$ cat src/rtl/fxt1_pkg.sv
// Package with shared types, mode codes and helper functions of the block decoder.
package fxt1_pkg;

  typedef struct packed {
    logic [31:0] block_word3;
    logic [31:0] block_word2;
    logic [31:0] block_word1;
    logic [31:0] block_word0;
  } fxt1_in_t;

  typedef struct packed {
    logic [1:0]  texel_row;
    logic [2:0]  texel_column;
    logic [31:0] texel_abgr;
    logic        last_texel;
  } fxt1_out_t;

  typedef enum logic [1:0] {
    MODE_MIXED  = 2'd0,
    MODE_HIGH   = 2'd1,
    MODE_CHROMA = 2'd2,
    MODE_ALPHA  = 2'd3
  } fxt1_mode_t;

  // A classified block as it waits in the queue.
  typedef struct packed {
    fxt1_mode_t  mode;
    logic        flag;
    logic [127:0] bits;
  } fxt1_job_t;

  localparam int QueueDepth = 2;

  // Expand a 5-bit color field to 8 bits.
  function automatic logic [7:0] expand5(input logic [4:0] v);
    expand5 = {v, v[4:2]};
  endfunction

  // Read 5 bits of the block starting at pos; bits past 127 read as zero.
  function automatic logic [4:0] field5(input logic [127:0] b, input logic [7:0] pos);
    logic [132:0] ext;
    ext = {5'd0, b};
    field5 = ext[pos +: 5];
  endfunction

endpackage

$ cat src/rtl/fxt1_front.sv
// Front end: takes a block, classifies its mode and pushes it into a small queue.
module fxt1_front (
  input  logic              clk,
  input  logic              rst_n,
  input  logic              start,
  output logic              busy,
  input  fxt1_pkg::fxt1_in_t in_block,
  output logic              job_valid,
  output fxt1_pkg::fxt1_job_t job,
  input  logic              job_pop
);
  import fxt1_pkg::*;

  fxt1_job_t q_r [QueueDepth];
  logic      wp_r, rp_r;
  logic      wp_nxt, rp_nxt;
  logic [1:0] cnt_r, cnt_nxt;
  fxt1_job_t in_job;
  logic      push;

  always_comb begin
    in_job.bits = {in_block.block_word3, in_block.block_word2,
                   in_block.block_word1, in_block.block_word0};
    in_job.flag = in_block.block_word3[28];
    if (in_block.block_word3[31]) begin
      in_job.mode = MODE_MIXED;
    end else if (!in_block.block_word3[30]) begin
      in_job.mode = MODE_HIGH;
    end else if (!in_block.block_word3[29]) begin
      in_job.mode = MODE_CHROMA;
    end else begin
      in_job.mode = MODE_ALPHA;
    end
  end

  assign busy      = (cnt_r == 2'(QueueDepth));
  assign push      = start && !busy;
  assign job_valid = (cnt_r != 2'd0);
  assign job       = q_r[rp_r];

  always_comb begin
    wp_nxt  = push ? ~wp_r : wp_r;
    rp_nxt  = job_pop ? ~rp_r : rp_r;
    cnt_nxt = cnt_r + 2'(push) - 2'(job_pop);
  end

  always_ff @(posedge clk) begin
    if (!rst_n) begin
      wp_r  <= 1'b0;
      rp_r  <= 1'b0;
      cnt_r <= 2'd0;
    end else begin
      wp_r  <= wp_nxt;
      rp_r  <= rp_nxt;
      cnt_r <= cnt_nxt;
    end
  end

  always_ff @(posedge clk) begin
    if (push) begin
      q_r[wp_r] <= in_job;
    end
  end

endmodule

$ cat config.mk
export PLATFORM = sky130hd
export DESIGN_NAME = fxt1_front
export DESIGN_NICKNAME = d
export VERILOG_FILES = /design/src/rtl/fxt1_pkg.sv /design/src/rtl/fxt1_front.sv
export SDC_FILE = /design/constraint.sdc
export NUM_CORES = 1
export LEC_CHECK = 0
export ABC_CLOCK_PERIOD_IN_PS = 9900
export BUFFER_PORTS_ARGS = -buffer_cell sky130_fd_sc_hd__buf_2
export CAP_MARGIN = 20
export CORE_ASPECT_RATIO = 0.5
export CORE_MARGIN = 2
export CORE_UTILIZATION = 52
export CTS_CLUSTER_DIAMETER = 30
export CTS_CLUSTER_SIZE = 20
export DETAILED_ROUTE_END_ITERATION = 8
export PLACE_DENSITY = 0.79
export RECOVER_POWER = 25
export SKIP_LAST_GASP = 1
export SYNTH_ARGS = -nofsm -noshare
export SYNTH_HDL_FRONTEND = slang
export SYNTH_SLANG_ARGS = --single-unit
$ cat constraint.sdc
create_clock -name clk -period 9.9 [get_ports clk]
set_clock_uncertainty 0.2 [all_clocks]
set_input_delay 1.98 -clock clk [delete_from_list [all_inputs] [get_ports clk]]
set_output_delay 1.98 -clock clk [all_outputs]
set_load 0.02 [all_outputs]
==> results of run 1 <==
final cells by class:
class | instances | area (um^2) | area share
clock buffers | 40 | 937.1 | 0.07567
diodes | 1 | 2.502 | 0.0002021
well taps | 240 | 300.3 | 0.02425
repair buffers | 268 | 1316 | 0.1063
clock inverters | 22 | 296.5 | 0.02394
inverters | 4 | 15.01 | 0.001212
multi-input cells | 150 | 1605 | 0.1296
flip-flops and latches | 265 | 7911 | 0.6388
placed cells by master, fill, tap and decap left out, types with 3 or more instances in the layout:
cell	count
nor2_1	3
clkbuf_1	31
clkbuf_16	37
inv_6	4
mux2_2	130
inv_1	4
edfxtp_1	260
buf_4	4
clkinv_1	3
clkinv_2	3
buf_2	236
dfxtp_1	4
bufinv_16	6
stage by stage:
step	total power [W]	worst slack, ps	hold slack [ps]	utilization	cell area (um^2)
floorplan	0.001716	1605	254.9	-	9658
global placement	0.001837	5071	294.5	0.6109	11180
detailed placement	0.001850	5006	300.5	0.6109	11180
CTS	0.003163	4789	321.9	0.6783	12420
global route	0.003239	4658	348.8	0.6766	12380
finish	0.003129	4828	311.3	0.6766	12380
power by group through the flow:
stage / combinational, W / clock, W / sequential [W]
floorplan: 0.000285 / 0 / 0.00143
global placement: 0.000417 / 0 / 0.00142
detailed placement: 0.000422 / 0 / 0.00143
CTS: 0.000425 / 0.00133 / 0.00141
global route: 0.000443 / 0.00138 / 0.00141
finish: 0.000418 / 0.00131 / 0.00140
routing by layer:
layer | routed length [um] | share of wire | vias up | GRT usage
li1 | - | - | 2310 | -
met3 | 833 | 0.045 | 38 | 0.04066
met5 | 0 | 0 | - | 0
met4 | 474 | 0.026 | 0 | 0.07403
met1 | 7271 | 0.39 | 2489 | 0.2023
met2 | 9832 | 0.53 | 125 | 0.3205
state kept, by name, summed over array words and instances (netlist names), named ones only:
| name | cells |
|---|---|
| cnt_r | 2 |
| wp_r | 1 |
| rp_r | 1 |
| q_r | 260 |
worst max-delay path, delay by kind of cell, from the launching register on:
| family | cells | cell delay, ps |
|---|---|---|
| flip-flops | 1 | 790 |
| buffers and inverters | 2 | 1090 |
| multiplexers | 1 | 440 |
kinds of logic (layout without fill, tap and decap cells):
kind of cell,after synthesis,in the layout
flops,265,265
xor+xnor,2,2
buf+inv,19,334
simple gates,14,14
mux,131,131
other cells,0,1
compound gates,1,1
fa+ha+maj,2,2
worst max path at each step:
stage             start     endpoint  depth (start not counted)
2_1_floorplan     start    q_r[0][0]                          2
3_3_place_gp      start  q_r[0][128]                          5
3_5_place_dp      start   q_r[0][66]                          5
4_1_cts        register      job[79]                          3
5_1_grt        register      job[79]                          3
6_report       register      job[79]                          3
synth_stat cells, drive strengths merged, types with 2 or more instances:
| cell | n |
|---|---|
| dfxtp | 5 |
| inv | 4 |
| mux2 | 130 |
| nand2b | 2 |
| ha | 2 |
| edfxtp | 260 |
| and2 | 2 |
| nand2 | 2 |
| nor2 | 4 |
| buf | 15 |
==> summary.txt, run 1 <==
Setup path
  – CP Capture Type: primary output
  – Reg2reg setup slack: 6600 ps
  – Critical path startpoint category: register
  – R2R Path End: q_r[0][61]
  – Worst-path maximum fanout: 79
  – Req. time, crit path: between 7000 and 8000 ps
  – CP arrival: 2890 ps
  – FF-to-FF Start: cnt_r[0]
  – Setup CP Type: register to primary output
  – Reg2reg path depth: 5
  – Critical-path cell list: buf_4 -> mux2_2 -> buf_2
  – Worst path max stage delay: 920 ps
  – CP max-delay cell: buf_4

Synth
  – Mux cell area share after synthesis: 0.1526
  – Synth cell types: 20
  – Area share of and/or/nand/nor cells after synthesis: 0.007384
  – Synth Area in Compound Gates: 0.0005182
  – Syn_area_per_cell: 22.25 um^2
  – Sequential area share after synthesis: 0.8188
  – Area leader, netlist: edfxtp_1
  – Ranking of synthesized cells by area: edfxtp_1 81%, mux2_2 15%, buf_6 1.2%
  – Mapped Nets: between 500 and 600
  – Top-area cell type share of the netlist area: 0.8084
  – Mapped Area: 9658 um^2
  – Cell count after synthesis: 434
  – Post-Synth XOR/XNOR Area: 0.001814
  – #FFs+latches synth: between 200 and 300
  – Yosys warnings: 0
  – Main combinational cell family by area after synthesis: multiplexers
  – Number of synthesized flops with an enable pin: 260
  – Ys flop type: edfxtp_1
  – Asr flop ratio synth: 0
  – Synth Area in Adders: 0.002591

Timing
  – RSZ-0062 raised after global routing: no
  – Slew headroom: 0.3143
  – Setup TNS: 0 ps
  – Period utilization: 0.5124
  – Fmax: slightly below 200 MHz
  – Tmin final: 5073 ps
  – Final setup fails: 0
  – Final Hold Viols: 0
  – Fin. max-slew vios: 0
  – Slew @ Worst Pin: 1029 ps

Clock network
  – CTS clk-pin slew, worst paths: 60 ps
  – Hold buffer count at cts: 0
  – CTS Buf Count: 34
  – Clock sink count: 265
  – Clock Latency Late Sink: approximately 480 ps
  – CTS tree: done
  – Root buffer cell: clkbuf_16
  – H-tree levels: 2
  – Post-CTS Setup Bufs: 0
  – CTS resizes: 0
  – Clk buf depth: 3

Global routing
  – First-pass GRT wire length: between 20 and 30 mm
  – Overall routing resource usage: 0.1756
  – Largest net degree at the start of global routing: 80
  – Initial antenna violation count: 1
  – Vias in the first global route: roughly 5000
  – Global route total overflow: 0

Finish
  – Share of post-route cells with drive strength above 1: 0.5741
  – Fill count: 1237
  – Non-Filler Instances: 990
  – Final net count: 857
  – Area Overhead vs Synth: 28.23%

Routing
  – Antenna Nets Post-Route: 0
  – Starting DRT DRC Count: 244
  – WL per Instance: 18.60 um
  – Pre-antenna DRT Iters: 4
  – Detailed Route WL: approximately 18 mm
  – Total vias in the final route: ~5000
  – Residual DRC: 0
  – Via density: 5.012

Placed design
  – IO Port Bufs: 264
  – Post-DP HPWL: ~12 mm
  – RD Place Congestion: between 0.7 and 0.8
  – Placed insts: 927

Pwr
  – Sequential power share: 0.449
  – Internal power: 0.002371 W
  – Clock share of power: 0.418
  – Power Density: approximately 250 nW/um^2
  – Sw Ratio: 0.2423
  – Logic pwr share: 0.134
  – Peak supply drop: 0.0001643 V
  – Lkg Pwr: ~4.6 nW
  – Switch Pwr: about 0.00076 W

Min path
  – Worst hold start: rp_r
  – Hold Path Depth: 2
  – Min-Delay Path Class: register to register

Status
  – Status: complete, no violations

Die
  – Row count: 35
  – Die height: 100.4 um
  – DIE WIDTH: between 150 and 200 um
  – Ports: 265
  – Die area: 19750 um^2
  – Starting Density: 0.5276
  – Core area: 18310 um^2

Flow run
  – Max Cap Viol: 0
No activity file was read; power rests on OpenSTA's default activity.
==> run 2: changes to the inputs <==
- ABC_CLOCK_PERIOD_IN_PS: 9900 -> 4059
- CORE_UTILIZATION: 52 -> 47
- PLACE_DENSITY: 0.79 -> 0.76
- clock period: 9.9 -> 4.06 ns (I/O delays scaled with it)
==> run 2 against run 1 <==
Utilization decreased by 6.9 points. Clock power increased by 130%. Sequential power increased by 140%. Die area increased by 10%. Design area about the same. Critical path type unchanged. Final cell count increased by 3.4%. Worst setup slack got worse by 4000 ps. Non-clock buffer count unchanged. Routed wire length increased by 0.38%.
==> summary.txt, run 2 (same netlist as run 1, synthesis figures left out) <==
Status
  – Status: complete, no violations

Timing
  – Fmax: 304.9 MHz
  – Slew @ Worst Pin: 768.1 ps
  – Slew headroom: 0.4879
  – Period utilization: 0.8078
  – RSZ-0062 raised after global routing: no
  – Final Hold Viols: 0
  – Tmin final: 3280 ps
  – Final setup fails: 0
  – Fin. max-slew vios: 0
  – Setup TNS: 0 ps

Clock network
  – Root buffer cell: clkbuf_16
  – CTS Buf Count: 35
  – CTS resizes: 0
  – CTS tree: done
  – Clk buf depth: 3
  – CTS clk-pin slew, worst paths: 60 ps
  – Clock sink count: ~270
  – Hold buffer count at cts: 0
  – H-tree levels: 2
  – Post-CTS Setup Bufs: 0
  – Clock Latency Late Sink: around 500 ps

Setup path
  – Crit-path leading delay family: flip-flops
  – R2R Path End: q_r[0][78]
  – FF-to-FF Start: cnt_r[0]
  – Worst-path maximum fanout: 39
  – Critical-path cell list: buf_4 -> mux2_2 -> buf_2
  – Worst Path Buf+Inv: 2
  – Req. time, crit path: ~3000 ps
  – Reg2reg path depth: 4
  – CP Capture Type: primary output
  – CP max-delay cell: dfxtp_4
  – Critical path startpoint category: register
  – CP arrival: roughly 2300 ps
  – Worst path max stage delay: 700 ps
  – Setup CP Type: register to primary output
  – Reg2reg setup slack: roughly 2000 ps

Routing
  – Antenna Nets Post-Route: 0
  – Starting DRT DRC Count: around 280
  – WL per Instance: 18.05 um
  – Detailed Route WL: 18.48 mm
  – Residual DRC: 0
  – Pre-antenna DRT Iters: 4
  – Total vias in the final route: 4958
  – Via density: approximately 4.8

Die
  – Row count: 37
  – Core area: 20370 um^2
  – Die area: around 22000 um^2
  – Starting Density: 0.4741
  – Die height: 105.4 um
  – DIE WIDTH: 206.7 um
  – Ports: 265

Finish
  – Share of post-route cells with drive strength above 1: 0.5607
  – Commonest non-fill, non-tap cell in the layout: edfxtp_1
  – Biggest regs: q_r x260, cnt_r x2
  – Final net count: approximately 860
  – Max reg flops: 260
  – Most frequent cells in the layout: 260 x edfxtp_1, 225 x buf_2, 130 x mux2_2
  – Area Overhead vs Synth: 28.22%
  – Largest Register: q_r

Flow run
  – Max Cap Viol: 0

Min path
  – Min-Delay Path Class: input pin to register
  – Hold-critical path endpoint: q_r[0][46]
  – Hold Path Depth: 1
  – Worst hold start: in_block[46]

Global routing
  – Initial antenna violation count: 2
  – Vias in the first global route: ~5300
  – First-pass GRT wire length: approximately 27 mm
  – Global route total overflow: 0
  – Overall routing resource usage: 0.1657
  – Largest net degree at the start of global routing: 131

Pwr
  – Clock share of power: 0.403
  – Sequential power share: 0.459
  – Switch Pwr: roughly 0.0019 W
  – Internal power: roughly 0.0056 W
  – Tot Pwr: 0.007455 W
  – Sw Ratio: 0.2491
  – Peak supply drop: 0.0003419 V
  – Power Density: between 600 and 700 nW/um^2
  – Lkg Pwr: between 4 and 5 nW
  – Logic pwr share: 0.138

Placed design
  – IO Port Bufs: 264
  – RD Place Congestion: 0.7794
  – Post-DP HPWL: between 10 and 15 mm
[run 2: changes by cell type in the layout (fill, tap and decap cells not counted), moves of 2 or more]
cell,before,now
inv_6,4,7
clkinvlp_4,2,6
clkbuf_1,31,40
inv_8,2,0
buf_4,4,1
buf_2,236,225
buf_12,0,3
bufinv_16,6,3
[run 2: worst max path at each step]
stage                endpoint     start  depth (start not counted)
finish                job[55]  register                          3
floorplan           q_r[0][0]     start                          2
global route          job[55]  register                          3
global placement      job[83]  register                          3
CTS                   job[55]  register                          3
detailed placement    job[55]  register                          3
[run 2: per-layer routing]
metal,wire length [um],up-vias,GRT usage
li1,-,2313,-
met4,702,0,0.07599
met3,884,48,0.04267
met5,0,-,0
met1,6776,2463,0.1807
met2,10120,134,0.3027
[run 2: layout make-up]
class,instances,area [um^2]
Fill cell,1524,7986
Sequential cell,265,7911
Multi-Input combinational cell,150,1605
Timing Repair Buffer,268,1340
Clock buffer,39,933.4
Tap cell,273,341.6
Clock inverter,23,231.5
Inverter,4,15.01
Antenna cell,2,5.005
[run 2: through the flow]
| step | util | setup WS (ps) | instances | instance area [um^2] | hold WS (ps) |
|---|---|---|---|---|---|
| floorplan | - | 576.1 | 434 | 9667 | 279.9 |
| global placement | 0.5529 | 1317 | 960 | 11260 | 293.1 |
| detailed placement | 0.5529 | 1256 | 960 | 11260 | 299.5 |
| CTS | 0.6101 | 717.6 | 1022 | 12430 | 279.7 |
| global route | 0.6079 | 636.9 | 1024 | 12380 | 279.5 |
| finish | 0.6079 | 780.4 | 1024 | 12380 | 304.7 |
[run 2: power groups by stage]
| stage | Sequential [W] | Clock [W] | Combinational, W |
|---|---|---|---|
| 6_report | 0.00342 | 0.00301 | 0.00103 |
| 4_1_cts | 0.00342 | 0.00307 | 0.00105 |
| 3_3_place_gp | 0.00346 | 0 | 0.00103 |
| 5_1_grt | 0.00344 | 0.00321 | 0.00110 |
| 3_5_place_dp | 0.00348 | 0 | 0.00104 |
| 2_1_floorplan | 0.00345 | 0 | 0.000697 |
==> run 3: changes to the inputs <==
- ABC_CLOCK_PERIOD_IN_PS: 4059 -> 3100
- CORE_UTILIZATION: 47 -> 52
- PLACE_DENSITY: 0.76 -> 0.79
- clock period: 4.06 -> 3.1 ns (I/O delays scaled with it)
==> run 3 against run 2 <==
Worst setup slack got worse by 450 ps. Utilization increased by 7.6 points. Global-route usage is 2.3 points higher. Sequential share of layout area shrank 0.72 points. Final cell count shrank 2.5%. Via count increased by 1.1%.
==> summary.txt, run 3 (same netlist as run 1, synthesis figures left out) <==
Clock network
  – Clk buf depth: 3
  – CTS resizes: 0
  – CTS clk-pin slew, worst paths: roughly 60 ps
  – Clock sink count: 265
  – Clock Latency Late Sink: 480 ps
  – Post-CTS Setup Bufs: 0
  – CTS tree: done
  – CTS Buf Count: 35
  – Root buffer cell: clkbuf_16
  – Hold buffer count at cts: 0
  – H-tree levels: 2

Timing
  – Period utilization: 0.8927
  – Slew headroom: 0.5772
  – Slew @ Worst Pin: 634.1 ps
  – Fmax: around 360 MHz
  – RSZ-0062 raised after global routing: no
  – Final setup fails: 0
  – Tmin final: approximately 2800 ps
  – Fin. max-slew vios: 0
  – Worst Hold Slack: 115.9 ps
  – Final WS setup: 332.6 ps
  – Final Hold Viols: 0

Global routing
  – Overall routing resource usage: 0.1889
  – First-pass GRT wire length: 28.04 mm
  – Global route total overflow: 0
  – Initial antenna violation count: 3
  – Largest net degree at the start of global routing: 104
  – Vias in the first global route: approximately 5300

Setup path
  – Reg2reg setup slack: around 1100 ps
  – Critical-path cell list: buf_4 -> mux2_2 -> buf_2
  – CP max-delay cell: dfxtp_4
  – Crit-path leading delay family: flip-flops
  – Worst path max stage delay: 570 ps
  – Worst Path Buf+Inv: 2
  – Req. time, crit path: 2280 ps
  – Worst-path maximum fanout: 22
  – CP Capture Type: primary output
  – CP arrival: approximately 2000 ps
  – Critical path startpoint category: register
  – Setup CP Type: register to primary output

Pwr
  – Peak supply drop: 0.0006228 V
  – Logic pwr share: 0.139
  – Power Density: 800.1 nW/um^2
  – Sequential power share: 0.446
  – Clock share of power: 0.415
  – Lkg Pwr: 4.668 nW
  – Switch Pwr: 0.002423 W
  – Internal power: 0.007598 W
  – Sw Ratio: 0.2418
  – Tot Pwr: ~0.01 W

Routing
  – Top Metal Used: met5
  – Total vias in the final route: 5013
  – WL per Instance: 18.97 um
  – Antenna Nets Post-Route: 0
  – Met2 WL: 10.16 mm
  – Starting DRT DRC Count: 219
  – Via density: between 5 and 6
  – Residual DRC: 0
  – Met3 routed WL: 917 um
  – Detailed Route WL: 18.93 mm
  – Pre-antenna DRT Iters: 4
  – Met1 WL: 7.192 mm

Flow run
  – Max Cap Viol: 0

Finish
  – Largest Register: q_r
  – Non-Filler Instances: 998
  – Commonest non-fill, non-tap cell in the layout: edfxtp_1
  – Biggest regs: q_r x260, cnt_r x2
  – Max reg flops: 260
  – Most frequent cells in the layout: 260 x edfxtp_1, 229 x buf_2, 130 x mux2_2
  – Final net count: 865
  – Layout Utilization: 0.6842
  – Area Overhead vs Synth: 29.68%
  – Share of post-route cells with drive strength above 1: 0.5688

Die
  – Die area: 19750 um^2
  – Ports: 265
  – Die height: about 100 um
  – Core area: 18310 um^2
  – Starting Density: 0.5276
  – DIE WIDTH: 196.7 um
  – Row count: 35

Placed design
  – RD Place Congestion: 0.7383
  – Worst slack, placed: 822.9 ps
  – Placed insts: 934
  – IO Port Bufs: 264
  – Post-DP HPWL: about 12 mm

Status
  – Status: complete, no violations

Min path
  – Min-Delay Path Class: input pin to register
==> run 3: changes by cell type in the layout (fill, tap and decap cells not counted), moves of 4 or more <==
cell,before,now
buf_12,3,7
buf_2,225,229
inv_6,7,1
clkinvlp_4,6,2
==> run 3: through the flow <==
stage / TNS, ps / cell area [um^2]
floorplan: -14870 / 9683
global placement: 0 / 11340
detailed placement: 0 / 11340
CTS: 0 / 12560
global route: 0 / 12520
finish: 0 / 12520
==> run 3: final cells by class <==
| type | count | area (um^2) |
|---|---|---|
| Sequential cell | 265 | 7911 |
| Timing Repair Buffer | 275 | 1448 |
| Tap cell | 240 | 300.3 |
| Inverter | 4 | 15.01 |
| Antenna cell | 2 | 5.005 |
| Fill cell | 1187 | 5781 |
| Clock buffer | 40 | 937.1 |
| Clock inverter | 22 | 286.5 |
| Multi-Input combinational cell | 150 | 1622 |
==> run 3: power by group through the flow <==
stage          combinational [W]  clock [W]  sequential (W)
2_1_floorplan           0.000919          0         0.00452
3_3_place_gp             0.00139          0         0.00452
3_5_place_dp             0.00141          0         0.00455
4_1_cts                  0.00142    0.00425         0.00448
5_1_grt                  0.00149    0.00441         0.00450
6_report                 0.00139    0.00415         0.00447
==> run 3: worst paths after layout <==
check / cells after the start / startpoint / to
worst min register to register: 2 / cnt_r[1] / cnt_r[1]
worst min-delay path: 1 / in_block[29] / q_r[1][29]
worst max-delay path: 3 / register / job[14]
worst max register to register: 3 / cnt_r[0] / q_r[1][7]
==> run 3: layer usage <==
metal,vias up,track usage
met5,-,0
met1,2489,0.2132
met4,2,0.08444
met3,48,0.05276
li1,2341,-
met2,133,0.3403
